[src/rtl/core/lp_ram.sv]
// lp_ram: generic single write port RAM, registered write-first read.
// No dependencies.
module lp_ram #(
	parameter int WIDTH = 8,
	parameter int DEPTH = 64,
	localparam int AW = (DEPTH > 1) ? $clog2(DEPTH) : 1
) (
	input  logic             clk,
	input  logic             we,
	input  logic [AW-1:0]    waddr,
	input  logic [WIDTH-1:0] wdata,
	input  logic [AW-1:0]    raddr,
	output logic [WIDTH-1:0] rdata
);
	logic [WIDTH-1:0] mem [DEPTH];

	always_ff @(posedge clk) begin
		if (we) begin
			mem[waddr] <= wdata;
		end
		if (we && waddr == raddr) begin
			rdata <= wdata;
		end else begin
			rdata <= mem[raddr];
		end
	end
endmodule

[config.mk]
export PLATFORM = sky130hd
export DESIGN_NAME = lp_ram
export DESIGN_NICKNAME = d
export VERILOG_FILES = /design/src/rtl/core/lp_ram.sv
export SDC_FILE = /design/constraint.sdc
export NUM_CORES = 1
export LEC_CHECK = 0
export BUFFER_PORTS_ARGS = -buffer_cell sky130_fd_sc_hd__buf_4
export CAP_MARGIN = 40
export CORE_UTILIZATION = 50
export DETAILED_ROUTE_END_ITERATION = 8
export PLACE_DENSITY = 0.68
export SYNTH_ARGS = -nofsm -noshare
export SYNTH_HDL_FRONTEND = slang
export SYNTH_SLANG_ARGS = --single-unit
[constraint.sdc]
create_clock -name clk -period 2.25 [get_ports clk]
set_input_delay 0.45 -clock clk [delete_from_list [all_inputs] [get_ports clk]]
set_output_delay 0.45 -clock clk [all_outputs]
set_load 0.005 [all_outputs]
# --- Yosys cells after proc, flatten, opt, wreduce, memory -nomap -nowiden ---
# Memories as Yosys holds them, arrays and structs flattened. A register that Yosys moved wholly into a read port is not among the register bits.
# Cells that the tools add are included.
# W data, S select, Z words.
totals:
  reg_bits: 0
  ramBits: 512
  in_bits: 22
  out_inout_bits: 8
  word_cells: 3
  mem_count: 1
classes:
  muxes: 2
mem_list:
  columns: ["name", "words", "word_bits", "rd", "rd_clocked_by_memory_dff", "wr", "line_no", "rtl"]
  rows:
  - ["mem", 64, 8, 1, 1, 1, "15", "logic [WIDTH-1:0] mem [DEPTH];"]
ops:
  columns: ["cell", "n"]
  rows:
  - ["$mux W1", 2]

# --- Depth between registers and ports, before layout ---
depth:
  word_depth: 2
  ltp_mapped: 9

# --- Worst setup path before layout ---
# OpenSTA, ideal clock, no wires.
synth_timing:
  path_kind: "register -> output"
  start: "reg with a tool-made name"
  end: "out rdata[7]"
  t_arrival_ns: 1.883
  setup_slack_ns: -0.083
  stages_incl_launch_ff: 7
  cell_sequence: "dfxtp_1 buf_6 buf_4 mux4_2 mux4_2 o21ai_0 nand2_1"
synth_lines:
  columns: ["item", "line_no", "rtl"]
  rows:
  - ["end, declared", "13", "output logic [WIDTH-1:0] rdata"]

==> qor.csv <==
metric,value,unit
grt_pass1_vias,10520,
hold_path_class,in2reg,
violations,negative setup slack,
synth_top_cell_by_area,edfxtp_1,
cap_violations,0,
clkTransAtPathRegs,60,ps
cp_slowest_cell,mux4_2,
cp_top_family,multiplexers,
grt_pass1_wl,68300,microns
p_leak,8.08,nW
crit_type,reg2out,
largest_register_ffs,512,
nets,1186,
cp.required,1800,ps
num_io_pins,30,
ys_seq_area_share,77.0,%
clockBufferDepth,3,
fillers,2675,
num_rows,73,
die_y,203,microns
synth_top_area_share,76.4,%
firstDrtPassIters,5,
dp_cells,1594,
place.gp.congestion,0.853,
dp_hpwl,28000,microns
drt_first_iter_violations,1145,
wire_per_inst,26.6,microns
die_w,203,microns
hold_violations,0,
synth_nets,960,
reg_top3,mem x512,
min_period,3340,ps
vias,10393,
cts_buffers,52,
synthCells,938,
n_antenna_cell,0,
drive_gt1_share,39.4,%
fmax,0.300,GHz
grt_max_degree,65,
ys_seq_elements,518,
critical_path.cell_chain,"buf_6, buf_12, buf_12, mux4_2, mux4_2, nor2_2, nor3_2, o2bb2ai_2, buf_4",
arrival,2890,ps
postRouteAntennaNets,0,
antenna_found_initial,0,
drc,0,
yosys.cell_types.count,40,
gr-usage-all-layers,23.1,%
synth-edff-count,512,
setup_slack,-1090,ps
slew_headroom,52.8,%
finalCritPeriodShare,148,%
ys_warn_count,0,
worstSetupEndpointType,output pin,
initial_core_util,50.7,%
cts_tree,yes,
status,"complete, but fails checks",
root_buffer,clkbuf_16,
dieArea,41100,sq um
largest_register,mem,
ys.flop_type,edfxtp_1,
numPortBuffers,29,
rsz0062_at_grt,yes,
cellPowerDensity,843,nW/um^2
ir_drop,710,uV
finalSetupViolCount,8,
synth.avg_cell_area,21.5,sq um
maxSlewViolCount,0,
synthesis.area,20100,sq um
cts-htree-levels,2,
worst-path-buf-inv,4,
tightest_slew,708,ps
grt-ovfl-total,0,
crit_path_max_incr_delay,540,ps
area.growth.synth_to_final,22.0,%
layout.cells.non_filler,1731,
synth_area_leaders,"edfxtp_1 76%, mux4_2 14%, nor2_1 1.5%",
startpoint_type,register,
path_max_fanout,5,
place_ws,-621,ps
wl,46000,microns
cts_sinks,518,
async_flop_share,0,%
whs,427,ps
core_area,39700,sq um
viasPerCell,6.00,
==> routing by layer <==
| metal | global-route usage (%) | up-vias | part of all wire (%) |
|---|---|---|---|
| met3 | 4.88 | 75 | 7.5 |
| met2 | 35.7 | 455 | 48 |
| met4 | 6.18 | 0 | 2.3 |
| met5 | 0 | - | 0 |
| li1 | - | 4390 | - |
| met1 | 33.7 | 5473 | 42 |
==> final timing paths <==
check                    start          to  slack [ps]  depth (start not counted)
worst max-delay path  register    rdata[2]       -1090                          9
worst min-delay path  wdata[4]  mem[41][4]         430                          1
==> cell type report <==
cell class                      instances  area, sq um  area share, %
Sequential cell                       518        15500           63.2
Multi-Input combinational cell        369         4590           18.7
Timing Repair Buffer                  223         2060           8.41
Clock buffer                           67         1400           5.70
Tap cell                              525          657           2.68
Clock inverter                         29          329           1.34
==> power by group <==
| part | internal (mW) | switching, mW | total, mW |
|---|---|---|---|
| Clock | 5.19 | 3.51 | 8.70 |
| Combinational | 0.600 | 0.692 | 1.29 |
| Sequential | 10.7 | 0.0343 | 10.7 |
==> Yosys cell counts (3+ instances only) <==
master       n
a211oi_1     4
a21oi_1      3
a221oi_1     6
a22oi_1      3
buf_1        4
buf_2       11
buf_4       13
buf_6        4
clkbuf_1    17
dfxtp_1      6
edfxtp_1   512
mux2_2      13
mux2i_1     23
mux4_2     126
nand2_1     19
nand2b_1     7
nand3_1     13
nand3b_1     3
nor2_1      83
nor2b_1     14
nor3_1       7
o2111ai_1    3
o221ai_1     8
o22ai_1      8
o2bb2ai_1    3
==> per-stage QoR <==
stage / TNS (ps) / area, sq um / util (%) / power [mW]
6_report: -8390 / 24500 / 61.8 / 20.7
5_1_grt: -8920 / 24500 / 61.8 / 21.3
4_1_cts: -8460 / 24300 / 61.1 / 20.8
3_5_place_dp: -4440 / 22000 / 55.4 / 12.0
3_3_place_gp: -4180 / 22000 / 55.4 / 12.0
2_1_floorplan: -43.6 / 20200 / - / 11.5
==> cells in the final DEF, fill, tap and decap left out, types with 3 or more instances in the layout <==
cell type	netlist	final
edfxtp_1	512	512
buf_4	13	182
mux4_2	126	126
nor2_1	83	78
clkbuf_16	0	53
mux2i_1	23	21
buf_12	2	19
nand2_1	19	16
nor2b_1	14	14
mux2_2	13	13
clkbuf_1	17	12
nand3_1	13	11
buf_6	4	10
clkinv_2	0	9
o22ai_1	8	8
nand2b_1	7	7
bufinv_16	0	7
clkinv_1	0	7
a221oi_1	6	6
dlygate4sd3_1	0	6
o221ai_1	8	5
a211oi_1	4	4
clkinvlp_4	0	4
nor2_2	0	3
nand3b_1	3	3
o221ai_2	0	3
nor3_2	0	3
a22oi_1	3	3
o2111ai_1	3	3
nand2_2	0	3
dfxtp_4	0	3
buf_16	0	3
==> repair_timing <==
action | in CTS | in global routing
pin swaps | 10 | 14
hold buffers | 6 | 0
gates cloned | 5 | 0
gates resized for setup | 43 | 28
setup buffers | 15 | 17
endpoints found under the setup margin | 8 | 8
hold endpoints to repair | 6 | 0
==> logic make-up after synthesis <==
family	synth area share (%)
muxes	16.0
and+or+nand+nor	3.39
AOI/OAI and AO/OA	2.08
buffers and inverters	1.57
DFF	77.0
No activity file was read; power rests on OpenSTA's default activity.
