**src/rtl/core/lp_pkg.sv**
```systemverilog
// lp_pkg: shared types and constants of the line paginator.
// Used by lp_queue, lp_front, lp_back and line_paginator.
package lp_pkg;
	localparam int CNT_W = 7;
	localparam logic [10:0] MaxColumns = 11'd1024;
	localparam int FLAG_BREAK = 0;
	localparam int FLAG_FCOL = 1;
	localparam int FLAG_FPAGE = 2;
	localparam logic REG_PAGE_HEIGHT = 1'b0;
	localparam logic REG_COLUMNS = 1'b1;

	typedef enum logic [1:0] {
		ST_OK = 2'd0,
		ST_INVALID = 2'd1,
		ST_NO_BREAK = 2'd2
	} status_t;

	typedef struct packed {
		logic [23:0] lead;
		logic [2:0]  flags;
		logic [30:0] prefix;
		logic [30:0] top;
		logic [30:0] bot;
	} line_word_t;

	typedef struct packed {
		logic [CNT_W-1:0] count;
		logic             err;
		logic [30:0]      total;
	} run_t;

	typedef struct packed {
		logic [5:0]  page;
		logic [9:0]  column;
		logic [23:0] y;
	} place_t;

	typedef enum logic [2:0] {
		BK_IDLE,
		BK_LOADS,
		BK_SCAN,
		BK_PLACE,
		BK_EMIT
	} bk_state_t;
endpackage

```
**src/rtl/core/lp_queue.sv**
```systemverilog
// lp_queue: two-entry request queue between loader and pagination engine.
// Depends on lp_pkg.
module lp_queue import lp_pkg::*; (
	input  logic clk,
	input  logic arst_n,
	input  logic push,
	input  run_t din,
	input  logic pop,
	output logic valid,
	output run_t dout,
	output logic full
);
	run_t       slot_q [2];
	logic       wptr_q, rptr_q;
	logic [1:0] cnt_q;

	assign valid = cnt_q != 2'd0;
	assign full  = cnt_q == 2'd2;
	assign dout  = slot_q[rptr_q];

	always_ff @(posedge clk or negedge arst_n) begin
		if (!arst_n) begin
			wptr_q <= 1'b0;
			rptr_q <= 1'b0;
			cnt_q  <= 2'd0;
		end else begin
			if (push && !full) begin
				slot_q[wptr_q] <= din;
				wptr_q <= ~wptr_q;
			end
			if (pop && valid) begin
				rptr_q <= ~rptr_q;
			end
			cnt_q <= cnt_q + 2'((push && !full) ? 1 : 0) - 2'((pop && valid) ? 1 : 0);
		end
	end
endmodule

```
**config.mk**
```make
export PLATFORM = sky130hd
export DESIGN_NAME = lp_queue
export DESIGN_NICKNAME = d
export VERILOG_FILES = /design/src/rtl/core/lp_pkg.sv /design/src/rtl/core/lp_queue.sv
export SDC_FILE = /design/constraint.sdc
export NUM_CORES = 1
export LEC_CHECK = 0
export ABC_AREA = 1
export BUFFER_PORTS_ARGS = -buffer_cell sky130_fd_sc_hd__buf_2
export CAP_MARGIN = 5
export CORE_ASPECT_RATIO = 1.5
export CORE_UTILIZATION = 40
export DETAILED_ROUTE_END_ITERATION = 16
export PLACE_DENSITY = 0.7
export SYNTH_ARGS = -nofsm -noshare
export SYNTH_HDL_FRONTEND = slang
export SYNTH_SLANG_ARGS = --single-unit
```
**constraint.sdc**
```tcl
create_clock -name clk -period 3.1 [get_ports clk]
set_input_delay 0.155 -clock clk [delete_from_list [all_inputs] [get_ports clk]]
set_output_delay 0.155 -clock clk [all_outputs]
set_load 0.005 [all_outputs]
```
== Word-level counts from Yosys, hierarchy flattened ==
Memories as Yosys holds them, arrays and structs flattened.
Cells that the tools add are included.

* Bits in registers: 4
* RAM bits: 78
* Input port bits: 43
* Output and inout port bits: 41
* Logic and storage cells: 18
* Memories kept: 1

{| class="wikitable"
|+ Memory list
! name !! depth !! width !! rd ports !! clocked after Yosys merged registers in !! wr ports !! line !! text
|-
| slot_q || 2 || 39 || 1 || 0 || 1 || lp_queue.sv:13 || <nowiki>run_t slot_q [2];</nowiki>
|}

* Add/subtract/negate cells: 2
* Equality and inequality tests: 1
* Mux-type cells: 4
* Bitwise operators: 2
* Reduce and logical (&&, ||, !) cells: 5

{| class="wikitable"
|+ Operators by type and width
! operator !! number
|-
| 1-bit 2-to-1 mux || 4
|-
| 1-bit logical AND || 3
|-
| 2-bit by 1-bit adder with 2-bit output || 1
|-
| 2-bit equality test, second input constant || 1
|-
| 1-bit inverter || 2
|-
| 2-bit nonzero test || 1
|-
| 2-bit by 1-bit subtractor with 2-bit output || 1
|-
| 1-bit logical NOT || 1
|}

== Logic depth before layout (Yosys ltp) ==
* Depth after elaboration: 6
* Depth in mapped cells: 10
* Gate-level depth less buffers: 10

== Worst setup path before layout ==
Ideal clock, no wire load.

* Path type: register to register
* From: register cnt_q[1]
* To: memory slot_q[0][0] in the netlist's numbering (enable)
* Setup time: 0.435 ns
* Arrival: 2.227 ns
* Data required time: 2.665 ns
* Path slack: 0.438 ns
* Cell stages (with the launch flop): 4
* Path buffers: 0
* Period minus slack after synthesis: 2.662 ns
* Path through: dfrtp_1 > nand2_1 > nand3_1 > nor2_1

* Longest elaborated chain between the ends: 6

{| class="wikitable"
|+ RTL lines
! item !! line !! text
|-
| start: declaration || lp_queue.sv:15 || <nowiki>logic [1:0] cnt_q;</nowiki>
|-
| start signal: assignment || lp_queue.sv:34 || <nowiki>cnt_q <= cnt_q + 2'((push && !full) ? 1 : 0) - 2'((pop && valid) ? 1 : 0);</nowiki>
|-
| 2-bit equality test || lp_queue.sv:18 || <nowiki>assign full = cnt_q == 2'd2;</nowiki>
|-
| 1-bit logical NOT || lp_queue.sv:27 || <nowiki>if (push && !full) begin</nowiki>
|-
| 1-bit logical AND || lp_queue.sv:27 ||
|-
| 1-bit 2-to-1 mux || lp_queue.sv:27 ||
|-
| 1-bit logical AND (implied by the code) || lp_queue.sv:28 || <nowiki>slot_q[wptr_q] <= din;</nowiki>
|-
| 1-bit 2-to-1 mux (implied by the code) || lp_queue.sv:28 ||
|-
| end: declaration || lp_queue.sv:13 ||
|}

No other way between the ends.

==> results_dict.tcl <==
set metrics [dict create \
    endpoint_kind "output port" \
    die_width_um 74.2 \
    gr-usage-all-layers 0.149 \
    status "completed" \
    antennaDiodeCount 0 \
    num_io_pins 84 \
    ctsResizeCount 0 \
    cts_buffers 9 \
    hold_start "din[9]" \
    final_common_cell "nand2_1" \
    final_cell_mix "nand2_1, buf_2, edfxtp_1, inv_1, clkbuf_16" \
    netlist_instances 239 \
    seq_area_um2 2440 \
    hold_violations 0 \
    grt_antenna_before_repair 0 \
    path_class "reg -> out" \
    area_growth_pct 25.8 \
    drtIter0Drc 108 \
    setup_viol_count_final 0 \
    synthDistinctLibCells 12 \
    cts.sink_count 82 \
    fp.dieArea_um2 8190 \
    worstMarginPinSlew_ns 0.814 \
    required_ns 2.94 \
    synth_top_area_share 0.749 \
    synth_area_per_cell_um2 13.1 \
    routed_wirelength_um 5780 \
    tns_ns 0 \
    route.detailed.drc 0 \
    startpoint_type "flip-flop" \
    p_leak_nw 1.73 \
    multi_input_area_um2 561 \
    cts.path.max_buffers 2 \
    wl_per_cell_um 13.3 \
    reg2reg_to "slot_q[0][14]$_DFFE_PP_" \
    coreArea_um2 7610 \
    synth.ff_latch_count 82 \
    post-place-ws_ns 1.23 \
    fill_cells 677 \
    via_per_inst 4.36 \
    reg2reg_slack_ns 1.26 \
    clk_latency_ns 0.33 \
    num_vias 1896 \
    period_needed_ns 1.97 \
    top_layer "met4" \
    synth_seq_area_share 0.781 \
    grt_max_degree 42 \
    start_util 0.411 \
    yosys-top-cells-area "edfxtp_1, nand2_1, dfrtp_1, buf_6, inv_1" \
    row_count 39 \
    num-nets-final 374 \
    cts_tree "yes" \
    max_freq_ghz 0.509 \
    whs_path_depth 1 \
    wl_met2_um 3110 \
    detail-route-antenna-nets 0 \
    rsz0062_at_grt "false" \
    drt-met1-wl_um 2290 \
    skew_ns 0.00547 \
    yosys_warnings 0 \
    vdd_drop_max_mv 0.528 \
    routed-wl-met3_um 256 \
    clk_pin_slew_ns 0.06 \
    layout-drive-gt1-share 0.312 \
    fin_ws_ns 1.13 \
    grt_pass1_vias 1734 \
    grt_overflow 0 \
    dieHeight_um 110 \
    routabilityCongestion 0.769 \
    h-tree-depth 3 \
    maxSlewViolCount 0 \
    clock-root-buffer "clkbuf_16" \
    holdPathEnd "slot_q[0][9]$_DFFE_PP_" \
    dp_hpwl_um 3850 \
    first_pass_iters 4 \
    power_density_nw_per_um2 867 \
    crit_fanout 41 \
    fin_crit_sh 0.634 \
    reg2reg_from "cnt_q[1]$_DFF_PN0_" \
    slew_headroom 0.457 \
    maxCapViolations 0 \
    crit_arrival_ns 1.81 \
    postSynthNetCount 284 \
    port_buffers 83 \
    synth.largest_area_cell "edfxtp_1" \
    grt_pass1_wl_um 8340 \
    r2r_cells 4 \
    holdBufCountCts 1 \
    hold_path.class "in -> reg" \
    cts_setup_buffers 0 \
    synth.cell_area_um2 3130 \
]
## routing by layer
metal | GRT usage | vias to the layer above
met2 | 0.240 | 51
met4 | 0.0865 | 0
met5 | 0 | -
met3 | 0.0464 | 8
li1 | - | 973
met1 | 0.173 | 864
## area by class of cell
type | instances | share of cell area
Timing Repair Buffer | 88 | 0.116
Multi-Input combinational cell | 138 | 0.142
Clock buffer | 12 | 0.0601
Inverter | 10 | 0.0115
Sequential cell | 82 | 0.621
Clock inverter | 3 | 0.0165
Tap cell | 102 | 0.0324
## how the worst max path moves through the flow
stage	startpoint	end	slack, ns	cells after the start
final	rptr_q$_DFFE_PN0P_	dout[12]	1.13	4
after global routing	rptr_q$_DFFE_PN0P_	dout[12]	1.01	4
after CTS	rptr_q$_DFFE_PN0P_	dout[12]	1.10	4
after detailed placement	cnt_q[1]$_DFF_PN0_	slot_q[0][20]$_DFFE_PP_	1.23	4
after global placement	cnt_q[1]$_DFF_PN0_	slot_q[0][19]$_DFFE_PP_	1.31	4
after floorplan	cnt_q[1]$_DFF_PN0_	slot_q[0][0]$_DFFE_PP_	0.44	3
## per-stage QoR
stage	area, um^2	hold WS, ns	util	instances	total power, mW
2_1_floorplan	3130	-0.141	-	239	2.07
3_3_place_gp	3620	-0.0235	0.476	419	2.35
3_5_place_dp	3620	-0.0229	0.476	419	2.38
4_1_cts	3930	0.000370	0.517	435	3.46
5_1_grt	3930	0.00418	0.517	435	3.62
6_report	3930	0.00931	0.517	435	3.41
## power by group
part	switching [mW]	internal, mW	leakage [nW]
Clock	0.374	0.699	0.147
Sequential	0.126	1.39	0.760
Combinational	0.493	0.333	0.823
## synthesized netlist by cell type
library cell / number
nand2_1: 130
edfxtp_1: 78
inv_1: 9
buf_4: 4
buf_6: 4
dfrtp_1: 4
nand3_1: 3
ha_1: 2
nor2_1: 2
buf_12: 1
inv_8: 1
nand3_2: 1
## cells by family (layout without fill, tap and decap cells)
| group | after synthesis | after routing | synth area share |
|---|---|---|---|
| buffers and inverters | 19 | 113 | 0.0448 |
| flip-flops | 82 | 82 | 0.781 |
| adder cells (fa/ha/maj) | 2 | 2 | 0.00800 |
| AND/OR/NAND/NOR | 136 | 136 | 0.166 |
## critical path, stage by stage (launching register included)
cell and delay (ns):
dfrtp_2 0.89, inv_8 0.23, nand2_1 0.13, nand2_1 0.08, buf_2 0.13
## state kept, by name (all words and copies together) (netlist names)
register and cells:
cnt_q 2, wptr_q 1, rptr_q 1, slot_q 78
Note: power is estimated with default switching activity, not from simulation.
