### config.mk
export PLATFORM = sky130hd
export DESIGN_NAME = lp_back
export DESIGN_NICKNAME = d
export VERILOG_FILES = /design/src/rtl/core/lp_pkg.sv /design/src/rtl/core/lp_ram.sv /design/src/rtl/core/lp_back.sv
export SDC_FILE = /design/constraint.sdc
export NUM_CORES = 2
export LEC_CHECK = 0
export BUFFER_PORTS_ARGS = -buffer_cell sky130_fd_sc_hd__buf_2
export CORE_MARGIN = 5
export CORE_UTILIZATION = 45
export CTS_BUF_LIST = sky130_fd_sc_hd__clkbuf_4 sky130_fd_sc_hd__clkbuf_8
export CTS_CLUSTER_SIZE = 16
export DETAILED_ROUTE_END_ITERATION = 10
export PLACE_DENSITY = 0.58
export SLEW_MARGIN = 30
export SYNTH_ARGS = -nofsm -noshare
export SYNTH_HDL_FRONTEND = slang
export SYNTH_SLANG_ARGS = --single-unit
export TNS_END_PERCENT = 10
### constraint.sdc
create_clock -name clk -period 9.62 [get_ports clk]
set_clock_uncertainty 0.15 [all_clocks]
set_input_delay 1.924 -clock clk [delete_from_list [all_inputs] [get_ports clk]]
set_output_delay 1.924 -clock clk [all_outputs]
set_load 0.02 [all_outputs]
### src/rtl/core/lp_pkg.sv
// lp_pkg: shared types and constants of the line paginator.
// Used by lp_queue, lp_front, lp_back and line_paginator.
package lp_pkg;
	localparam int CNT_W = 7;
	localparam logic [10:0] MaxColumns = 11'd1024;
	localparam int FLAG_BREAK = 0;
	localparam int FLAG_FCOL = 1;
	localparam int FLAG_FPAGE = 2;
	localparam logic REG_PAGE_HEIGHT = 1'b0;
	localparam logic REG_COLUMNS = 1'b1;

	typedef enum logic [1:0] {
		ST_OK = 2'd0,
		ST_INVALID = 2'd1,
		ST_NO_BREAK = 2'd2
	} status_t;

	typedef struct packed {
		logic [23:0] lead;
		logic [2:0]  flags;
		logic [30:0] prefix;
		logic [30:0] top;
		logic [30:0] bot;
	} line_word_t;

	typedef struct packed {
		logic [CNT_W-1:0] count;
		logic             err;
		logic [30:0]      total;
	} run_t;

	typedef struct packed {
		logic [5:0]  page;
		logic [9:0]  column;
		logic [23:0] y;
	} place_t;

	typedef enum logic [2:0] {
		BK_IDLE,
		BK_LOADS,
		BK_SCAN,
		BK_PLACE,
		BK_EMIT
	} bk_state_t;
endpackage

### src/rtl/core/lp_ram.sv
// lp_ram: generic single write port RAM, registered write-first read.
// No dependencies.
module lp_ram #(
	parameter int WIDTH = 8,
	parameter int DEPTH = 64,
	localparam int AW = (DEPTH > 1) ? $clog2(DEPTH) : 1
) (
	input  logic             clk,
	input  logic             we,
	input  logic [AW-1:0]    waddr,
	input  logic [WIDTH-1:0] wdata,
	input  logic [AW-1:0]    raddr,
	output logic [WIDTH-1:0] rdata
);
	logic [WIDTH-1:0] mem [DEPTH];

	always_ff @(posedge clk) begin
		if (we) begin
			mem[waddr] <= wdata;
		end
		if (we && waddr == raddr) begin
			rdata <= wdata;
		end else begin
			rdata <= mem[raddr];
		end
	end
endmodule

### src/rtl/core/lp_back.sv
// lp_back: fragment search, placement and result stream.
// Depends on lp_pkg and lp_ram (placement store).
module lp_back import lp_pkg::*; #(
	parameter int MAX_LINES = 64,
	localparam int LW = (MAX_LINES > 1) ? $clog2(MAX_LINES) : 1
) (
	input  logic        clk,
	input  logic        arst_n,
	input  logic        q_valid,
	input  run_t        q_run,
	output logic        pop,
	output logic [LW-1:0] line_raddr,
	input  line_word_t  line_rdata,
	input  logic [23:0] page_height,
	input  logic [10:0] columns_per_page,
	output logic        release_set,
	output logic        result_valid,
	output logic [5:0]  line_number,
	output logic [5:0]  page_number,
	output logic [9:0]  column_number,
	output logic [23:0] y_offset,
	output logic [1:0]  status,
	output logic [6:0]  fragment_total,
	output logic [6:0]  page_total,
	output logic        final_result
);
	bk_state_t        state_q, state_d;
	logic [CNT_W-1:0] n_q, s_q, m_q, end_q, brk_q, i_q, page_q, frag_q;
	logic [9:0]       col_q;
	logic             brk_v_q, first_q;
	logic [23:0]      lead_q;
	logic [30:0]      top_q, total_q, pm;
	logic [32:0]      r_q;
	logic [CNT_W-1:0] laddr, paddr, brk_now, end_now;
	logic             place_we, fits, at_end, is_brk, is_forced, brk_now_v;
	logic             scan_done, end_ok, over, last_in_frag, last_i, cfg_bad, run_bad;
	logic [23:0]      y_now;
	place_t           pwdata, prdata;
	line_word_t       w;

	assign w = line_rdata;

	lp_ram #(.WIDTH($bits(place_t)), .DEPTH(MAX_LINES)) u_place (
		.clk   (clk),
		.we    (place_we),
		.waddr (i_q[LW-1:0]),
		.wdata (pwdata),
		.raddr (paddr[LW-1:0]),
		.rdata (prdata)
	);

	assign cfg_bad = (page_height == 24'd0) || (columns_per_page == 11'd0)
		|| (columns_per_page > MaxColumns);
	assign run_bad = q_run.err || (q_run.count == '0) || cfg_bad;

	assign at_end    = m_q == n_q;
	assign pm        = at_end ? total_q : w.prefix;
	assign fits      = (33'(pm) + 33'(lead_q)) <= r_q;
	assign is_brk    = !at_end && (w.flags != 3'd0);
	assign is_forced = !at_end && (w.flags[FLAG_FCOL] || w.flags[FLAG_FPAGE]);
	assign brk_now_v = brk_v_q | (fits & is_brk);
	assign brk_now   = (fits && is_brk) ? m_q : brk_q;
	assign scan_done = !fits || at_end || is_forced;
	assign end_ok    = (fits && at_end) || brk_now_v;
	assign end_now   = (fits && at_end) ? n_q : brk_now;

	assign y_now        = 24'(w.top + 31'(lead_q) - top_q);
	assign over         = (33'(w.bot) + 33'(lead_q)) > r_q;
	assign last_in_frag = (i_q + CNT_W'(1)) == end_q;
	assign last_i       = (i_q + CNT_W'(1)) == n_q;

	assign pwdata.page   = page_q[5:0];
	assign pwdata.column = col_q;
	assign pwdata.y      = y_now;
	assign line_raddr    = laddr[LW-1:0];

	always_comb begin
		state_d = state_q;
		unique case (state_q)
			BK_IDLE:  if (q_valid) state_d = run_bad ? BK_IDLE : BK_LOADS;
			BK_LOADS: state_d = BK_SCAN;
			BK_SCAN:  if (scan_done) state_d = end_ok ? BK_PLACE : BK_IDLE;
			BK_PLACE: begin
				if (over) state_d = BK_IDLE;
				else if (last_in_frag) state_d = (end_q == n_q) ? BK_EMIT : BK_LOADS;
			end
			BK_EMIT:  if (last_i) state_d = BK_IDLE;
			default:  state_d = BK_IDLE;
		endcase
	end

	always_comb begin
		pop         = 1'b0;
		laddr       = '0;
		paddr       = '0;
		place_we    = 1'b0;
		release_set = 1'b0;
		unique case (state_q)
			BK_IDLE: begin
				pop         = q_valid;
				release_set = q_valid && run_bad;
			end
			BK_LOADS: laddr = s_q + CNT_W'(1);
			BK_SCAN: begin
				laddr       = scan_done ? s_q : m_q + CNT_W'(1);
				release_set = scan_done && !end_ok;
			end
			BK_PLACE: begin
				laddr       = last_in_frag ? end_q : i_q + CNT_W'(1);
				place_we    = !over;
				release_set = over;
			end
			BK_EMIT: begin
				paddr       = i_q + CNT_W'(1);
				release_set = last_i;
			end
			default: ;
		endcase
	end

	always_ff @(posedge clk or negedge arst_n) begin
		if (!arst_n) begin
			state_q <= BK_IDLE;
			n_q <= '0; s_q <= '0; m_q <= '0; end_q <= '0; brk_q <= '0; i_q <= '0;
			page_q <= '0; frag_q <= '0; col_q <= '0; brk_v_q <= 1'b0; first_q <= 1'b1;
			lead_q <= '0; top_q <= '0; total_q <= '0; r_q <= '0;
			result_valid <= 1'b0; line_number <= '0; page_number <= '0;
			column_number <= '0; y_offset <= '0; status <= ST_OK;
			fragment_total <= '0; page_total <= '0; final_result <= 1'b0;
		end else begin
			state_q      <= state_d;
			result_valid <= 1'b0;
			unique case (state_q)
				BK_IDLE: begin
					if (q_valid) begin
						n_q     <= q_run.count;
						total_q <= q_run.total;
						s_q     <= '0;
						page_q  <= '0;
						col_q   <= '0;
						frag_q  <= '0;
						first_q <= 1'b1;
						if (run_bad) begin
							result_valid <= 1'b1; line_number <= '0; page_number <= '0;
							column_number <= '0; y_offset <= '0; status <= ST_INVALID;
							fragment_total <= '0; page_total <= '0; final_result <= 1'b1;
						end
					end
				end
				BK_LOADS: begin
					if (!first_q) begin
						if (w.flags[FLAG_FPAGE] || ({1'b0, col_q} + 11'd1) == columns_per_page) begin
							page_q <= page_q + CNT_W'(1);
							col_q  <= '0;
						end else begin
							col_q <= col_q + 10'd1;
						end
					end
					lead_q  <= w.lead;
					top_q   <= w.top;
					r_q     <= 33'(page_height) + 33'(w.top);
					m_q     <= s_q + CNT_W'(1);
					brk_v_q <= 1'b0;
				end
				BK_SCAN: begin
					if (!scan_done) begin
						m_q     <= m_q + CNT_W'(1);
						brk_v_q <= brk_now_v;
						brk_q   <= brk_now;
					end else begin
						end_q <= end_now;
						i_q   <= s_q;
						if (!end_ok) begin
							result_valid <= 1'b1; line_number <= '0; page_number <= '0;
							column_number <= '0; y_offset <= '0; status <= ST_NO_BREAK;
							fragment_total <= '0; page_total <= '0; final_result <= 1'b1;
						end
					end
				end
				BK_PLACE: begin
					if (over) begin
						result_valid <= 1'b1; line_number <= '0; page_number <= '0;
						column_number <= '0; y_offset <= '0; status <= ST_INVALID;
						fragment_total <= '0; page_total <= '0; final_result <= 1'b1;
					end else if (last_in_frag) begin
						frag_q  <= frag_q + CNT_W'(1);
						s_q     <= end_q;
						first_q <= 1'b0;
						if (end_q == n_q) i_q <= '0;
					end else begin
						i_q <= i_q + CNT_W'(1);
					end
				end
				BK_EMIT: begin
					i_q            <= i_q + CNT_W'(1);
					result_valid   <= 1'b1;
					line_number    <= i_q[5:0];
					page_number    <= prdata.page;
					column_number  <= prdata.column;
					y_offset       <= prdata.y;
					status         <= ST_OK;
					fragment_total <= last_i ? frag_q : '0;
					page_total     <= last_i ? page_q + CNT_W'(1) : '0;
					final_result   <= last_i;
				end
				default: ;
			endcase
		end
	end

	a_err_final: assert property (@(posedge clk) disable iff (!arst_n)
		result_valid && status != ST_OK |-> final_result)
		else $error("error request not marked final");
	a_totals_last: assert property (@(posedge clk) disable iff (!arst_n)
		result_valid && !final_result |-> fragment_total == '0 && page_total == '0)
		else $error("totals on a non-final request");
	a_place_range: assert property (@(posedge clk) disable iff (!arst_n)
		state_q == BK_PLACE |-> i_q < end_q && end_q <= n_q)
		else $error("placement index out of fragment");
	a_release_final: assert property (@(posedge clk) disable iff (!arst_n)
		release_set |=> result_valid && final_result)
		else $error("release without final request");
endmodule

# Word-level counts from Yosys, hierarchy flattened
# Memories as Yosys holds them, arrays and structs flattened. A register that Yosys moved wholly into a read port is not among the register bits.
# Cells that the tools add are included.
[word_totals]
register_bits = 247
mem_bits_rw = 2560
wordCells = 199
memories = 1
[memory_table]
columns = ["memory", "depth", "word_bits", "read_ports", "rd_clocked_by_memory_dff", "write_ports", "line", "text"]
rows = [
  ["u_place.mem", 64, 40, 1, 1, 1, "lp_ram.sv:15", "logic [WIDTH-1:0] mem [DEPTH];"],
]
[classes]
add_sub_neg = 12
order_cmp = 3
n_eq_ne = 22
muxes = 94
bitwise = 3
n_reduce_logical = 39
[ops]
columns = ["operator", "n"]
rows = [
  ["$mux 7", 21],
  ["$mux 24", 5],
  ["$pmux 24 s4", 1],
  ["$mux 10", 8],
  ["$add 31x24->32", 2],
  ["$pmux 7 s2", 4],
  ["$pmux 7 s4", 2],
  ["$mux 6", 8],
  ["$pmux 6 s4", 2],
  ["$pmux 10 s4", 1],
  ["$add 7x1->7 const B", 5],
  ["$gt 32x33->1", 1],
  ["$le 32x33->1", 1],
  ["$add 24x31->32", 1],
  ["$mux 31", 1],
  ["$eq 7x7->1", 4],
  ["$add 24x24->24", 1],
  ["$logic_not 24->1", 1],
  ["$sub 24x24->24", 1],
  ["$ne 2x2->1 const B", 11],
  ["$pmux 7 s3", 1],
  ["$pmux 10 s2", 1],
  ["$mux 1", 19],
  ["$mux 3", 6],
  ["other kinds (30)", 65],
]

# Longest topological paths before layout
[logic_depth]
depth_word = 10
ltp_mapped = 31
mapped_depth_nobuf = 26

# By module
# From an unflattened synthesis, not the netlist that was laid out.
[hier_totals]
hier_cells = 6332
hier_area_um2 = 115781.0
[modules_own_cells]
columns = ["mod", "instances", "cells_each", "area_each_um2"]
rows = [
  ["lp_ram", 1, 4229, 97279.5],
  ["lp_back", 1, 2103, 18501.5],
]

# Worst setup path before layout
# No wires, ideal clock.
[synth_timing]
path_type = "in2reg"
start = "input line_rdata[0] (netlist bit)"
end = "memory u_place.mem[20][0] (netlist bit), enable pin"
arrival_ns = 9.626
required_time_ns = 8.932
path_slack_ns = -0.694
path_stages = 21
path_buffers = 2
cell_sequence = "ha_1 fa_1 a211oi_1 nor4_1 nor3_1 a211oi_1 o211ai_1 o21ai_1 o41ai_2 nor2_1 xor2_1 ha_1 a21o_1 a21oi_1 o21ai_0 a21oi_1 and4bb_2 o21ai_1 clkbuf_1 clkbuf_1 nor4_1"
[synth_between]
elab_chain_len = 6
[synth_lines]
columns = ["element", "line", "text"]
rows = [
  ["from (decl)", "lp_back.sv:13", "input line_word_t line_rdata,"],
  ["$add 31x24->32", "lp_back.sv:68", "assign over = (33'(w.bot) + 33'(lead_q)) > r_q;"],
  ["$gt 32x33->1", "lp_back.sv:68", ""],
  ["$logic_not 1->1", "lp_back.sv:110", "place_we = !over;"],
  ["$mux 1", "lp_back.sv:98", "unique case (state_q)"],
  ["$mux 1", "lp_ram.sv:18", "if (we) begin"],
  ["$mux 1 (not written as such)", "lp_ram.sv:19", "mem[waddr] <= wdata;"],
  ["to (decl)", "lp_ram.sv:15", ""],
]
# No other way between the ends.

# Worst setup path in the final report
[layout_timing]
start = "register m_q[4]"
end = "output line_raddr[5]"
[layout_between]
elab_chain_len = 9
[layout_lines]
columns = ["element", "line", "text"]
rows = [
  ["from (decl)", "lp_back.sv:28", "logic [CNT_W-1:0] n_q, s_q, m_q, end_q, brk_q, i_q, page_q, frag_q;"],
  ["from (signal assigned)", "lp_back.sv:162", "m_q <= s_q + CNT_W'(1);"],
  ["from (signal assigned)", "lp_back.sv:167", "m_q <= m_q + CNT_W'(1);"],
  ["$eq 7x7->1", "lp_back.sv:56", "assign at_end = m_q == n_q;"],
  ["$mux 31", "lp_back.sv:57", "assign pm = at_end ? total_q : w.prefix;"],
  ["$add 31x24->32", "lp_back.sv:58", "assign fits = (33'(pm) + 33'(lead_q)) <= r_q;"],
  ["$le 32x33->1", "lp_back.sv:58", ""],
  ["$logic_not 1->1", "lp_back.sv:63", "assign scan_done = !fits || at_end || is_forced;"],
  ["$logic_or 1x1->1 (2 in a row)", "lp_back.sv:63", ""],
  ["$mux 6 *", "lp_back.sv:105", "laddr = scan_done ? s_q : m_q + CNT_W'(1);"],
  ["$pmux 6 s3 *", "lp_back.sv:98", ""],
  ["to (decl)", "lp_back.sv:12", "output logic [LW-1:0] line_raddr,"],
]
# Mark *: on every way between the ends. The rest lies on a longest branch, timed or not.

==> flow_summary.ini <==
[timing]
worst_pin_slew_ns = 1.04
maxSlewViolCount = 0
finalSetupTns_ns = 0
setup_violations = 0
period_needed_ns = 9.33
whs_ns = 0.310
slew_headroom_pct = 30.8
fmax_mhz = 107
fin_crit_sh_pct = 97.0
final-hold-violation-count = 0

[critical_path]
worstPathArrival_ns = 7.26
criticalPathCategory = reg -> out
crit_path_start_kind = flip-flop
r2r_slack_ns = 2.35
cp_slowest_cell = dfrtp_2
cp_num_buf_inv = 4
path_delay_family = compound AO/OA/AOI/OAI gates
r2r-end = u_place.mem[9][34]$_DFFE_PP_
worstPathRequired_ns = 7.55
reg2reg_from = lead_q[0]$_DFFE_PN0P_
reg2reg_depth = 21
critPathMaxFanout = 7
timing.critical_path.mode_cell = a21o_1
slowest_delay_ns = 0.44
end_kind = output pin

[synth]
synth_top_area_share_pct = 66.3
syn-num-nets = 6235
synthDistinctLibCells = 93
synth_cells = 5846
yosys-top-cells-count = edfxtp_1, mux4_2, nand2_1
synth_area_leader_cell = edfxtp_1
syn_area_um2 = 116000
ys_ff_latch = 2812
synth-edff-count = 2560
synthArstFlopShare_pct = 8.75
syn_area_per_cell_um2 = 19.8
yosys-top-cells-area = edfxtp_1, mux4_2, dfrtp_1
yosysWarnings = 0
yosysSeqAreaShare_pct = 71.7
synth.most_common_cell = edfxtp_1
synthFlopType = edfxtp_1

[detailed_routing]
drc = 0
num_vias = 60600
wl_per_cell_um = 30.8
first_pass_iters = 5
ant_nets = 0
wirelength_um = 315000
drt_iter0_drc = 6409
viasPerCell = 5.92

[final_layout]
fin_nets = 6873
final_util_pct = 51.5
layout-drive-gt1-share_pct = 31.9
area_delta_synth_final_pct = 14.1
final_cells = 10200

[placed_design]
gp_congestion = 0.865
io_buffers = 268
dp.cells = 9386
dpl.hpwl_um = 181000

[worst_hold_path]
whs_endpoint = first_q$_DFFE_PN1P_
whs_path_depth = 2
hold_path_class = reg -> reg
hold_start = first_q$_DFFE_PN1P_

[clock_network]
clk_latency_ns = 1.11
clockRootBuffer = clkbuf_8
clock_path_buffers = 4
clk_transition_reported_paths_ns = 0.06
htreeDepth = 5
cts_tree = done
numCtsBuffers = 458
clock_sink_count = 2812

[power]
p_sw_share_pct = 34.6
p_clk_share_pct = 22.7
comb_power_share_pct = 29.8
ir_drop_v = 0.00125
leakage_nw = 43.4
power_density_nw_per_um2 = 336
pwr-share-seq_pct = 47.5
net-switching-power_w = 0.0153
p_int_w = 0.0290

[global_route]
grt_max_degree = 128
antenna_found_initial = 34
grt_overflow = 0
grt_pass1_wl_um = 451000
grt_pass1_vias = 62200
grt_util_all_layers_pct = 23.5

[job]
max_cap_violations = 0

[floorplan]
start_util_pct = 45.1
die_h_um = 517
fp-row-count = 186
dieWidth_um = 517
core-area_um2 = 257000
die_area_um2 = 268000
io_pins = 269

[run_status]
status = finished clean
-- worst min-delay path, stage by stage, from the launching register on --
cell,delay [ns]
dfstp_2,0.37
nand2_1,0.05
nand2_1,0.05
-- final cells by class --
type	instances	area, um^2
multi-input cells	2572	31600
well taps	3384	4230
fillers	20500	124000
flip-flops and latches	2812	83200
repair buffers	467	3740
inverters	173	649
diodes	13	32.5
clock inverters	184	1120
clock buffers	623	7660
-- per-layer routing --
metal,vias up,part of all wire [%],track usage [%]
li1,25300,-,-
met1,32500,42,33.2
met2,2346,49,38.4
met3,389,7.0,4.31
met4,18,2.2,5.86
met5,-,0.046,0
-- power groups by stage --
| stage | combinational [W] | sequential, W | clock [W] |
|---|---|---|---|
| 4_1_cts | 0.0132 | 0.0211 | 0.0103 |
| 2_1_floorplan | 0.00682 | 0.0217 | 0 |
| 6_report | 0.0132 | 0.0211 | 0.0101 |
| 3_3_place_gp | 0.0125 | 0.0213 | 0 |
| 5_1_grt | 0.0144 | 0.0212 | 0.0109 |
| 3_5_place_dp | 0.0131 | 0.0213 | 0 |
-- placed cells by master (no fill, tap or decap), drive strengths merged, types with 53 or more instances in the layout --
cell type and n:
nand2 337, inv 178, nor2 136, a21oi 115, buf 467, mux4 829
o21ai 180, a21o 56, clkinv 163, a22o 57, edfxtp 2560, xnor2 105
ha 166, clkbuf 623, dfrtp 245, xor2 53
-- cells by family after synthesis --
| kind of cell | Yosys count | synth area share (%) |
|---|---|---|
| muxes | 917 | 16.9 |
| adders and majority gates | 192 | 2.24 |
| xor gates and xnor gates | 161 | 1.27 |
| DFF | 2812 | 71.7 |
| and+or+nand+nor | 725 | 2.85 |
| buffers and inverters | 462 | 1.66 |
| AOI/OAI and AO/OA | 577 | 3.31 |
-- metrics by stage --
step                      cell area (um^2)  setup slack (ns)  power [W]
after CTS                           132000            0.0122     0.0445
after global routing                132000           -0.0603     0.0464
after global placement              123000             0.461     0.0338
final                               132000             0.289     0.0444
after detailed placement            123000             0.369     0.0344
after floorplan                     116000            -0.694     0.0285
-- state kept, by name, indices dropped and copies added (netlist names), 6 cells and up, named ones only --
name            count
top_q              24
i_q                 7
brk_q               7
u_place.mem      2560
line_number         6
lead_q             24
y_offset           24
frag_q              7
total_q            31
page_q              7
page_total          7
col_q              10
r_q                32
m_q                 7
column_number      10
s_q                 7
fragment_total      7
n_q                 7
end_q               7
page_number         6
-- repair_timing --
action / 4_1_cts / 5_1_grt
resized for setup: 10 / 30
cloned: 0 / 0
setup buffers: 10 / 8
hold buffers: 0 / 0
endpoints found under the setup margin: 7 / 7
pin swaps: 9 / 14
-- worst max path at each step --
stage / slack [ns] / from / end / cells past startpoint
floorplan: -0.69 / line_rdata[0] / u_place.mem[20][0]$_DFFE_PP_ / 21
global placement: 0.46 / line_rdata[63] / line_raddr[2] / 23
detailed placement: 0.37 / line_rdata[63] / line_raddr[2] / 23
CTS: 0.01 / m_q[3]$_DFFE_PN0P_ / line_raddr[5] / 29
global route: -0.06 / m_q[4]$_DFFE_PN0P_ / line_raddr[5] / 27
finish: 0.29 / m_q[4]$_DFFE_PN0P_ / line_raddr[5] / 27
Power figures use the tool's default switching activity.
