$ cat src/rtl/core/lp_pkg.sv
// lp_pkg: shared types and constants of the line paginator.
// Used by lp_queue, lp_front, lp_back and line_paginator.
package lp_pkg;
	localparam int CNT_W = 7;
	localparam logic [10:0] MaxColumns = 11'd1024;
	localparam int FLAG_BREAK = 0;
	localparam int FLAG_FCOL = 1;
	localparam int FLAG_FPAGE = 2;
	localparam logic REG_PAGE_HEIGHT = 1'b0;
	localparam logic REG_COLUMNS = 1'b1;

	typedef enum logic [1:0] {
		ST_OK = 2'd0,
		ST_INVALID = 2'd1,
		ST_NO_BREAK = 2'd2
	} status_t;

	typedef struct packed {
		logic [23:0] lead;
		logic [2:0]  flags;
		logic [30:0] prefix;
		logic [30:0] top;
		logic [30:0] bot;
	} line_word_t;

	typedef struct packed {
		logic [CNT_W-1:0] count;
		logic             err;
		logic [30:0]      total;
	} run_t;

	typedef struct packed {
		logic [5:0]  page;
		logic [9:0]  column;
		logic [23:0] y;
	} place_t;

	typedef enum logic [2:0] {
		BK_IDLE,
		BK_LOADS,
		BK_SCAN,
		BK_PLACE,
		BK_EMIT
	} bk_state_t;
endpackage

$ cat src/rtl/core/lp_front.sv
// lp_front: accepts lines, checks them, writes the line store and
// queues one run request per set. Depends on lp_pkg.
module lp_front import lp_pkg::*; #(
	parameter int MAX_LINES = 64,
	localparam int LW = (MAX_LINES > 1) ? $clog2(MAX_LINES) : 1
) (
	input  logic             clk,
	input  logic             arst_n,
	input  logic             start,
	output logic             busy,
	input  logic [23:0]      line_height,
	input  logic [23:0]      space_above,
	input  logic [23:0]      lead_space,
	input  logic             break_allowed,
	input  logic             force_new_column,
	input  logic             force_new_page,
	input  logic             last_line,
	input  logic             release_set,
	output logic             we,
	output logic [LW-1:0]    waddr,
	output line_word_t       wdata,
	output logic             push,
	output run_t             run
);
	logic [CNT_W-1:0] cnt_q, cnt_nx;
	logic             err_q, err_nx, open_q, accept, room, bad;
	logic [30:0]      pre_q, top, bot;

	assign busy   = ~open_q;
	assign accept = start & open_q;
	assign room   = cnt_q < CNT_W'(MAX_LINES);
	assign bad    = (line_height == 24'd0) || (force_new_column && force_new_page);
	assign top    = pre_q + 31'(space_above);
	assign bot    = top + 31'(line_height);
	assign err_nx = err_q | ~room | bad;
	assign cnt_nx = room ? cnt_q + CNT_W'(1) : cnt_q;

	assign we    = accept & room;
	assign waddr = cnt_q[LW-1:0];
	always_comb begin
		wdata.lead   = lead_space;
		wdata.flags  = {force_new_page, force_new_column, break_allowed};
		wdata.prefix = pre_q;
		wdata.top    = top;
		wdata.bot    = bot;
	end

	assign push      = accept & last_line;
	assign run.count = cnt_nx;
	assign run.err   = err_nx;
	assign run.total = room ? bot : pre_q;

	always_ff @(posedge clk or negedge arst_n) begin
		if (!arst_n) begin
			cnt_q  <= '0;
			err_q  <= 1'b0;
			pre_q  <= '0;
			open_q <= 1'b1;
		end else begin
			if (accept) begin
				if (last_line) begin
					cnt_q  <= '0;
					err_q  <= 1'b0;
					pre_q  <= '0;
					open_q <= 1'b0;
				end else begin
					cnt_q <= cnt_nx;
					err_q <= err_nx;
					if (room) begin
						pre_q <= bot;
					end
				end
			end
			if (release_set) begin
				open_q <= 1'b1;
			end
		end
	end
endmodule

$ cat config.mk
export PLATFORM = sky130hd
export DESIGN_NAME = lp_front
export DESIGN_NICKNAME = d
export VERILOG_FILES = /design/src/rtl/core/lp_pkg.sv /design/src/rtl/core/lp_front.sv
export SDC_FILE = /design/constraint.sdc
export NUM_CORES = 1
export LEC_CHECK = 0
export BUFFER_PORTS_ARGS = -buffer_cell sky130_fd_sc_hd__buf_2
export CAP_MARGIN = 20
export CORE_MARGIN = 2
export CORE_UTILIZATION = 53
export DETAILED_ROUTE_END_ITERATION = 10
export GPL_TIMING_DRIVEN = 0
export HOLD_SLACK_MARGIN = 0.08
export PLACE_DENSITY = 0.89
export SYNTH_ARGS = -nofsm -noshare
export SYNTH_HDL_FRONTEND = slang
export SYNTH_SLANG_ARGS = --single-unit
$ cat constraint.sdc
create_clock -name clk -period 13.8 [get_ports clk]
set_clock_uncertainty 0.1 [all_clocks]
set_input_delay 2.76 -clock clk [delete_from_list [all_inputs] [get_ports clk]]
set_output_delay 2.76 -clock clk [all_outputs]
set_load 0.1 [all_outputs]
# Yosys cells after proc, flatten, opt, wreduce, memory -nomap -nowiden
# Index checks and enable logic that the tools add are counted.
[classes]
add_sub_neg = 3
order_cmp = 1
mux = 8
n_bitwise = 7
reduce_logical = 6
[ops]
columns = ["op", "n"]
rows = [
  ["adder 31 x 24 -> 31 bit", 2],
  ["2-to-1 mux 31 bit", 2],
  ["logical NOT 24 bit", 1],
  ["2-to-1 mux 7 bit", 2],
  ["adder 7 x 1 -> 7 bit, second input constant", 1],
  ["less-than comparator 7 bit, second input constant", 1],
  ["2-to-1 mux 1 bit", 4],
  ["nonzero test 2 bit", 2],
  ["AND 1 bit", 3],
  ["inverter 1 bit", 2],
  ["OR 1 bit", 2],
  ["AND reduction 2 bit", 1],
  ["logical AND 1 bit", 1],
  ["logical OR 1 bit", 1],
]
[totals]
reg_bits = 40
input_bits = 80
out_inout_bits = 168
wordCells = 29

# Depth between registers and ports, before layout
# Gate-level depths: netlist of the first run.
[depth]
word_depth = 5
ltp_mapped = 22
ltp_nobuf = 21

# Worst setup path after synthesis of the first run
# No wires, ideal clock.
[synth_path]
kind = "input to output"
from = "in space_above[0]"
to = "out run[23] (netlist bit)"
arrival_ns = 9.767
path_slack_ns = 1.173
path_stages = 21
path_buffers = 1
path_cell_list = "ha_1 > fa_1 > a211oi_2 > nor2_1 > o311a_4 > nor2_2 > nor2_1 > o21ai_0 > nand2b_1 > xor2_1 > ha_1 > clkbuf_1 > nand4_1 > a21oi_1 > a211oi_1 > a31o_2 > a21o_1 > o21ai_0 > a31oi_1 > xor2_1 > o21ai_0"
[synth_rtl]
columns = ["item", "line_no", "rtl"]
rows = [
  ["from (decl)", "lp_front.sv:12", "input logic [23:0] space_above,"],
  ["to (decl)", "lp_front.sv:23", "output run_t run"],
]

==> summary.txt, run 1 <==
Floorplanning
  • Core area: 0.00982 mm2
  • Initial Util: 54.8%
  • Placement row count: 36
  • Die Wd: 105 um
  • I/O pin count: 248
  • Die area: 0.0110 mm2
  • Die height: 105 um

Timing
  • Slew margin rel.: between 20% and 30%
  • Fmax: 94.4 MHz
  • Setup WS post-layout: 3.20 ns
  • Pins Over Slew Limit: 0
  • Crit path time final: ~11 ns
  • Setup TNS: 0 ns
  • Setup Viol. Count Final: 0
  • Worst Max-Slew Pin Slew: about 1.1 ns
  • RSZ-0062 raised after global routing: no
  • Tcrit/Tclk final: 76.8%
  • Final hold viol count: 0

Synth
  • Netlist cell types: 77
  • Top_reg_cell synth: dfrtp_1
  • Net Count, Synth: 792
  • Yosys reg bits: 40
  • Yosys warns: 0
  • Largest area contributor in the netlist: dfrtp_1
  • Largest cells by area after synthesis: dfrtp_1 (18%), ha_1 (12%), xnor2_1 (5.7%)
  • Top-area cell type share of the netlist area: a little under a fifth
  • Ys async rst share: 100%
  • Most frequent cell after synthesis: nand2_1
  • Sequential fraction of the synthesis area: 18.6%
  • Number of synthesized flops with an enable pin: 0
  • Mapped Cells: 660
  • Average size of a mapped cell: 8.16 um2
  • Top post-synthesis cells by count: nand2_1 (79), ha_1 (50), a21oi_1 (47)
  • Post-Syn Area: 0.00539 mm2

Route
  • Vias after detailed routing: roughly 6100
  • Detail Route Antenna Nets: 0
  • Drt wl/cell: 17.6 um
  • Residual DRC: 0
  • DRT Pass-1 Iters: 5
  • DRT iter0 DRCs: 496
  • Vias per cell: 5.97
  • Post-Route WL: between 15 and 20 mm

Critical path
  • Worst Setup Start Kind: input port
  • CP most frequent cell: nor2_1
  • Delay-heaviest family, CP: compound AO/OA/AOI/OAI gates
  • Crit Path Max Fanout: 7
  • Critical path class: in2out
  • CP required: 10.94 ns
  • CP endpoint kind: primary output
  • Max incr delay on CP: 0.45 ns
  • Buf+Inv Stages, Crit Path: 3
  • Critical path cell sequence: buf_2 > ha_1 > fa_1 > a211oi_2 > nor2_1 > nor2_1 > nor2_1 > nor2_1 > nor2b_1 > o21ai_0 > nor2b_1 > xnor2_1 > ha_1 > clkbuf_1 > nand4_1 > nor4_1 > a31o_2 > a41o_1 > a221oi_2 > o21ai_0 > nand2_1 > o211a_1 > nor3_1 > buf_2
  • Slowest-stage cell, CP: buf_2
  • Arrival @ worst endpoint: 7.74 ns

Clock tree
  • CTS resizes: 0
  • Post-CTS Setup Bufs: 0
  • CTS buffer count: 5
  • # H-tree levels: 2
  • Clock Latency Late Sink: roughly 0.31 ns
  • CTS Root Cell: clkbuf_8
  • Hold buffers post-CTS: 0
  • CTS sink count: 40
  • Clk buf depth: 2
  • Clk slew on worst S/H paths: 0.09 ns
  • CTS tree: done

Cells and area
  • Fillcell total: between 800 and 900
  • Nets@finish: 1020
  • Area Overhead vs Synth: 25.8%
  • Layout cells sized above 1: about 37%
  • N_diodes: 0

Global routing
  • Gr ovfl total: 0
  • Vias in the first global route: approximately 5500
  • GRT Overall Usage: 31.5%
  • First-pass GRT wire length: 27.9 mm
  • Initial antenna violation count: 0
  • Pin count of the biggest net entering global routing: ~40

Placed design
  • Post-DP HPWL: 14.5 mm
  • Buffers on Ports: 221
  • Pre-CTS setup slack: about 3.4 ns
  • Placer Congestion: between 0.9 and 1

Flow run
  • Max_cap viols: 0

Worst hold path
  • Hold crit path type: reg2reg

Run status
  • Status: complete, no violations
## through the flow
stage	instance area [um2]	utilization (%)	std cells	hold slack (ns)
6_report	6770	69.0	1022	0.419
5_1_grt	6770	69.0	1022	0.464
4_1_cts	6770	69.0	1022	0.422
3_5_place_dp	6660	67.8	1014	0.409
3_3_place_gp	6660	67.8	1014	0.390
2_1_floorplan	5390	-	660	0.375
## final timing paths
| kind | from | to | slack [ns] | depth (start not counted) |
|---|---|---|---|---|
| hold / removal | open_q | open_q | 0.42 | 2 |
| max in group asynchronous | arst_n | pre_q[6] | 10.47 | 1 |
| hold reg to reg | open_q | open_q | 0.42 | 2 |
| setup reg to reg | pre_q[0] | pre_q[30] | 8.61 | 22 |
| min in group asynchronous | arst_n | pre_q[16] | 2.51 | 1 |
| setup / recovery | space_above[0] | run[30] | 3.20 | 24 |
## cell families after synthesis
group | synth area share, %
flops | 18.6
mux | 3.62
simple gates | 18.5
buf+inv | 8.78
xor+xnor | 9.83
fa+ha+maj | 12.4
compound gates | 28.3
## cells in the final DEF (no fill, tap or decap), drive strengths merged, types with 10 or more instances in the layout
cell,n
inv,23
mux2,17
a211oi,10
nor2,47
o21a,10
o21ai,48
ha,50
a22o,27
a21oi,47
nand4,15
a21o,13
xor2,16
xnor2,38
buf,259
nand2,80
clkbuf,35
dfrtp,39
## worst reg2reg max path, stage by stage, from the launching register on
cell and delay (ns):
dfrtp_1 0.42, ha_1 0.24, fa_1 0.44, a211oi_2 0.19
nor2_1 0.13, nor2_1 0.11, nor2_1 0.05, nor2_1 0.16
nor2b_1 0.07, o21ai_0 0.13, nor2b_1 0.19, xnor2_1 0.12
ha_1 0.28, clkbuf_1 0.25, nand4_1 0.15, nor4_1 0.27
a31o_2 0.22, a41o_1 0.24, a221oi_2 0.10, o21ai_0 0.45
nand2_1 0.22, or4_1 0.53, nand3_1 0.09
## metal layers
metal	wire length, um	vias to the layer above	GRT usage (%)
met1	7470	2840	43.0
met3	1780	37	4.80
li1	-	2854	-
met4	461	0	9.90
met2	8320	368	51.2
met5	0	-	0
## layout make-up
class	count	area, um2	share of cell area [%]
Tap cell	133	166	2.46
Multi-Input combinational cell	530	3910	57.7
Buffer	68	390	5.76
Clock inverter	3	46.3	0.684
Clock buffer	5	68.8	1.02
Timing Repair Buffer	221	1110	16.3
Sequential cell	40	1000	14.8
Inverter	22	82.6	1.22
## sequential cells by signal, summed over array words and instances (netlist names)
register	cells
open_q	1
cnt_q	7
pre_q	31
err_q	1
Power of run 1 is not shown: default switching activity piles up to over one toggle a cycle in this logic, so the estimate is an artifact.
==> inputs of run 2 (changes only) <==
--- a/config.mk
+++ b/config.mk
@@ -8,11 +8,11 @@
 export BUFFER_PORTS_ARGS = -buffer_cell sky130_fd_sc_hd__buf_2
 export CAP_MARGIN = 20
 export CORE_MARGIN = 2
-export CORE_UTILIZATION = 53
+export CORE_UTILIZATION = 49
 export DETAILED_ROUTE_END_ITERATION = 10
 export GPL_TIMING_DRIVEN = 0
 export HOLD_SLACK_MARGIN = 0.08
-export PLACE_DENSITY = 0.89
+export PLACE_DENSITY = 0.83
 export SYNTH_ARGS = -nofsm -noshare
 export SYNTH_HDL_FRONTEND = slang
 export SYNTH_SLANG_ARGS = --single-unit
==> constraint.sdc (replaced) <==
create_clock -name clk -period 10.9 [get_ports clk]
set_clock_uncertainty 0.1 [all_clocks]
set_input_delay 2.18 -clock clk [delete_from_list [all_inputs] [get_ports clk]]
set_output_delay 2.18 -clock clk [all_outputs]
set_load 0.1 [all_outputs]
==> run 2 against run 1 <==
Wire length down 1.1%. Critical endpoint unchanged. Final cell count grew 0.68%. Via count shrank 3.3%. Global-route usage fell by 2.5 points. Critical path depth unchanged. Register-to-register slack lost 3.0 ns. Hold slack worse by 0.0068 ns. Flip-flop and latch count unchanged. Non-clock buffer count is the same. Sequential share of layout area down 0.20 points. Utilization is 5.4 points lower.
==> summary.txt, run 2 (synthesis results as in run 1) <==
Timing
  • Worst Max-Slew Pin Slew: approximately 1.0 ns
  • Setup TNS: 0 ns
  • Crit path time final: 9.54 ns
  • Fmax: 105 MHz
  • Final hold viol count: 0
  • RSZ-0062 raised after global routing: no
  • Tcrit/Tclk final: 87.5%
  • Slew margin rel.: 33.2%
  • Setup Viol. Count Final: 0
  • Pins Over Slew Limit: 0

Clock tree
  • CTS resizes: 0
  • Hold buffers post-CTS: 0
  • # H-tree levels: 2
  • CTS buffer count: 5
  • Clock Latency Late Sink: ~0.31 ns
  • Clk slew on worst S/H paths: around 0.10 ns
  • Clk buf depth: 2
  • CTS Root Cell: clkbuf_8
  • CTS sink count: 40
  • CTS tree: done
  • Post-CTS Setup Bufs: 0

Floorplanning
  • Initial Util: 49.9%
  • Die height: 109 um
  • Placement row count: 38
  • Core area: 0.0108 mm2
  • Die Wd: ~110 um
  • I/O pin count: ~250
  • Die area: approximately 0.012 mm2

Global routing
  • Gr ovfl total: 0
  • First-pass GRT wire length: 27.0 mm
  • Initial antenna violation count: 0
  • Vias in the first global route: 5311
  • GRT Overall Usage: 29.1%
  • Pin count of the biggest net entering global routing: 41

Cells and area
  • Area of the multi-input gates: 0.00400 mm2
  • Commonest non-fill, non-tap cell in the layout: buf_2
  • Most frequent cells in the layout: buf_2 (224), nand2_1 (79), ha_1 (50), a21oi_1 (47), nor2_1 (44)
  • Max FFs per register: 31
  • Fillcell total: 991
  • Nets@finish: around 1000
  • Largest regs: pre_q (31), cnt_q (7)
  • N_diodes: 0
  • Area Overhead vs Synth: 27.5%
  • Largest Register: pre_q
  • Layout cells sized above 1: a little under two fifths
  • Register area: around 0.0010 mm2

Placed design
  • Buffers on Ports: 221
  • Post-DP HPWL: ~15 mm
  • Placer Congestion: around 0.96

Route
  • Vias per cell: 5.73
  • Residual DRC: 0
  • DRT iter0 DRCs: 442
  • Vias after detailed routing: about 5900
  • Post-Route WL: 17.8 mm
  • Detail Route Antenna Nets: 0
  • Drt wl/cell: 17.3 um
  • DRT Pass-1 Iters: 6

Critical path
  • Worst r2r path cells: 22
  • Worst Setup Start Kind: input port
  • Reg-to-Reg Start: pre_q[0]
  • R2r setup slk: ~5.6 ns
  • Arrival @ worst endpoint: 7.26 ns
  • CP required: between 8 and 9 ns
  • FF-to-FF End: pre_q[30]
  • CP endpoint kind: primary output
  • Critical path class: in2out
  • Crit Path Max Fanout: 7

Worst hold path
  • Worst Hold Launch: open_q
  • Worst hold path depth: 2
  • Worst Hold Path EP: open_q
  • Hold crit path type: reg2reg

Flow run
  • Max_cap viols: 0

Run status
  • Status: complete, no violations
==> run 2: cell count changes in the layout (fill, tap and decap cells not counted), moves of 2 or more <==
cell	delta
xor2_1	-2
o21ai_1	+3
xor2_2	+2
o21ai_0	-3
xnor2_2	+8
xnor2_1	-8
==> run 2: worst max-delay path, stage by stage <==
cell	delay, ns
buf_2	0.10
ha_1	0.23
fa_1	0.44
a211oi_2	0.19
nor2_1	0.13
nor2_1	0.10
nor2_1	0.04
nor2_1	0.16
nor2b_1	0.07
o21ai_0	0.13
nor2b_1	0.22
xnor2_2	0.11
ha_1	0.28
clkbuf_1	0.24
nand4_1	0.13
nor4_1	0.22
a31o_2	0.22
a41o_1	0.25
a221oi_2	0.11
o21ai_0	0.56
nand2_1	0.25
o211a_1	0.28
nor3_2	0.16
buf_2	0.44
==> run 2: cell type report <==
class | count | area share (%)
multi-input combinational | 530 | 58.2
timing repair buffer | 221 | 16.1
sequential | 40 | 14.6
buffer | 68 | 5.69
tap | 140 | 2.55
inverter | 22 | 1.20
clock buffer | 5 | 1.00
clock inverter | 3 | 0.674
==> run 2: metal layers <==
| layer | part of all wire, % | global-route usage, % | up-vias |
|---|---|---|---|
| met2 | 48 | 50.4 | 260 |
| met4 | 2.2 | 7.88 | 0 |
| met3 | 7.0 | 4.18 | 30 |
| met5 | 0 | 0 | - |
| li1 | - | - | 2841 |
| met1 | 43 | 37.7 | 2768 |
==> run 2: worst max-delay path by stage <==
| stage | slack (ns) | depth (start not counted) | from | end |
|---|---|---|---|---|
| after floorplan | 0.02 | 18 | space_above[0] | run[16] |
| after global routing | 1.09 | 24 | space_above[0] | run[28] |
| after detailed placement | 1.50 | 22 | space_above[0] | run[28] |
| after global placement | 1.54 | 22 | space_above[0] | run[28] |
| final | 1.36 | 24 | space_above[0] | run[30] |
| after CTS | 1.46 | 22 | space_above[0] | run[28] |
==> run 2: metrics by stage <==
stage / worst slack (ns) / hold slack, ns / cell area (um2) / util, % / instances
3_5_place_dp: 1.50 / 0.396 / 6750 / 62.6 / 1021
6_report: 1.36 / 0.412 / 6870 / 63.6 / 1029
2_1_floorplan: 0.0228 / 0.375 / 5470 / - / 660
5_1_grt: 1.09 / 0.432 / 6870 / 63.6 / 1029
3_3_place_gp: 1.54 / 0.391 / 6750 / 62.6 / 1021
4_1_cts: 1.46 / 0.412 / 6870 / 63.6 / 1029
Power of run 2 is left out for the same reason.
==> inputs of run 3 (changes only) <==
==> constraint.sdc (replaced) <==
create_clock -name clk -period 10.5 [get_ports clk]
set_clock_uncertainty 0.1 [all_clocks]
set_input_delay 2.1 -clock clk [delete_from_list [all_inputs] [get_ports clk]]
set_output_delay 2.1 -clock clk [all_outputs]
set_load 0.1 [all_outputs]
==> run 3 against run 2 <==
Flip-flop and latch count stayed put. Design area hardly changed. Critical path depth is 2 lower. Final cell count stayed put. Sequential share of layout area hardly changed. Worst setup slack worse by 0.25 ns. Hold slack better by 0.0061 ns. Highest routed layer unchanged.
==> summary.txt, run 3 (synthesis results as in run 1) <==
Critical path
  • Slowest-stage cell, CP: buf_2
  • Worst Setup Start Kind: input port
  • Max incr delay on CP: between 0.4 and 0.5 ns
  • Delay-heaviest family, CP: compound AO/OA/AOI/OAI gates
  • Buf+Inv Stages, Crit Path: 4
  • CP most frequent cell: a21oi_1
  • Arrival @ worst endpoint: 7.19 ns
  • Critical path cell sequence: buf_2 > ha_1 > a211oi_1 > o21ai_1 > a21oi_1 > nand2b_1 > o21ai_0 > a21o_1 > a21oi_1 > xnor2_2 > ha_1 > clkbuf_1 > inv_1 > o21bai_1 > a211oi_1 > a31o_2 > a21oi_1 > a21oi_1 > and4bb_4 > nand2_1 > a221oi_2 > buf_2
  • Critical path class: in2out
  • CP endpoint kind: primary output
  • Crit Path Max Fanout: 9
  • CP required: 8.30 ns

Route
  • Vias after detailed routing: around 6000
  • Residual DRC: 0
  • Detail Route Antenna Nets: 0
  • Vias per cell: 5.75
  • DRT iter0 DRCs: 442
  • Drt wl/cell: approximately 17 um
  • DRT Pass-1 Iters: 5
  • Post-Route WL: 17.9 mm

Clock tree
  • CTS sink count: 40
  • CTS buffer count: 5
  • CTS tree: done
  • Clk buf depth: 2
  • # H-tree levels: 2
  • CTS Root Cell: clkbuf_8
  • Clock Latency Late Sink: 0.32 ns
  • Hold buffers post-CTS: 0
  • Post-CTS Setup Bufs: 0
  • Clk slew on worst S/H paths: 0.10 ns
  • CTS resizes: 0

Placed design
  • Placer Congestion: approximately 0.95
  • Post-DP HPWL: 14.6 mm
  • Buffers on Ports: 221
  • Placed instance area: 0.00675 mm2

Global routing
  • Vias in the first global route: 5239
  • Gr ovfl total: 0
  • GRT Overall Usage: 28.9%
  • Initial antenna violation count: 0
  • First-pass GRT wire length: 26.8 mm
  • Pin count of the biggest net entering global routing: 41

Worst hold path
  • Hold crit path type: reg2reg

Cells and area
  • Layout cells sized above 1: roughly 38%
  • Max FFs per register: 31
  • Commonest non-fill, non-tap cell in the layout: buf_2
  • Final Util: 63.7%
  • Most frequent cells in the layout: buf_2 (224), nand2_1 (79), ha_1 (50), a21oi_1 (47), nor2_1 (44)
  • Final Instance Area: 0.00687 mm2
  • Area Overhead vs Synth: 27.6%
  • Largest Register: pre_q
  • Nets@finish: a little over 1000
  • N_diodes: 0
  • Largest regs: pre_q (31), cnt_q (7)
  • Fillcell total: 980

Flow run
  • Max_cap viols: 0

Floorplanning
  • Initial Util: 49.9%
  • Core area: 0.0108 mm2
  • Die area: around 0.012 mm2
  • Die Wd: 109 um
  • I/O pin count: ~250
  • Placement row count: 38
  • Die height: 109 um

Timing
  • Worst Max-Slew Pin Slew: approximately 1 ns
  • Setup Viol. Count Final: 0
  • Final Hold Slack: around 0.42 ns
  • Slew margin rel.: roughly 33%
  • RSZ-0062 raised after global routing: no
  • Final hold viol count: 0
  • Tcrit/Tclk final: 89.4%
  • Pins Over Slew Limit: 0
  • Fmax: 107 MHz
  • Crit path time final: 9.39 ns

Run status
  • Status: complete, no violations
## run 3: area by class of cell
type | instances | area (um2) | share of cell area (%)
Inverter | 22 | 82.6 | 1.20
Buffer | 68 | 390 | 5.68
Timing Repair Buffer | 221 | 1110 | 16.1
Sequential cell | 40 | 1000 | 14.6
Clock inverter | 2 | 38.8 | 0.564
Clock buffer | 6 | 82.6 | 1.20
Multi-Input combinational cell | 530 | 4000 | 58.1
Tap cell | 140 | 175 | 2.55
## run 3: final timing paths
kind	startpoint	end	slack (ns)	cells after the start
max in group asynchronous	arst_n	pre_q[11]	7.83	1
min in group asynchronous	arst_n	pre_q[1]	1.85	1
max	space_above[1]	run[29]	1.11	22
min	open_q	open_q	0.42	2
min reg2reg	open_q	open_q	0.42	2
max reg2reg	pre_q[1]	pre_q[23]	5.26	20
## run 3: metrics by stage
stage               std cells  setup slack (ns)  setup TNS, ns
floorplan                 660            -0.560          -1.03
CTS                      1029              1.18              0
finish                   1029              1.11              0
global placement         1021              1.28              0
detailed placement       1021              1.20              0
global route             1029             0.854              0
## run 3: tightest hold or removal path: stages (launching register included)
cell and delay [ns]:
dfstp_2 0.38, inv_1 0.06, o21bai_1 0.07
## run 3: metal layers
metal	vias up	track usage, %	part of all wire [%]
met4	0	10.3	2.9
met5	-	0	0
met2	296	48.0	47
met1	2758	38.1	43
met3	34	4.42	7.3
li1	2828	-	-
Power of run 3 is left out for the same reason.
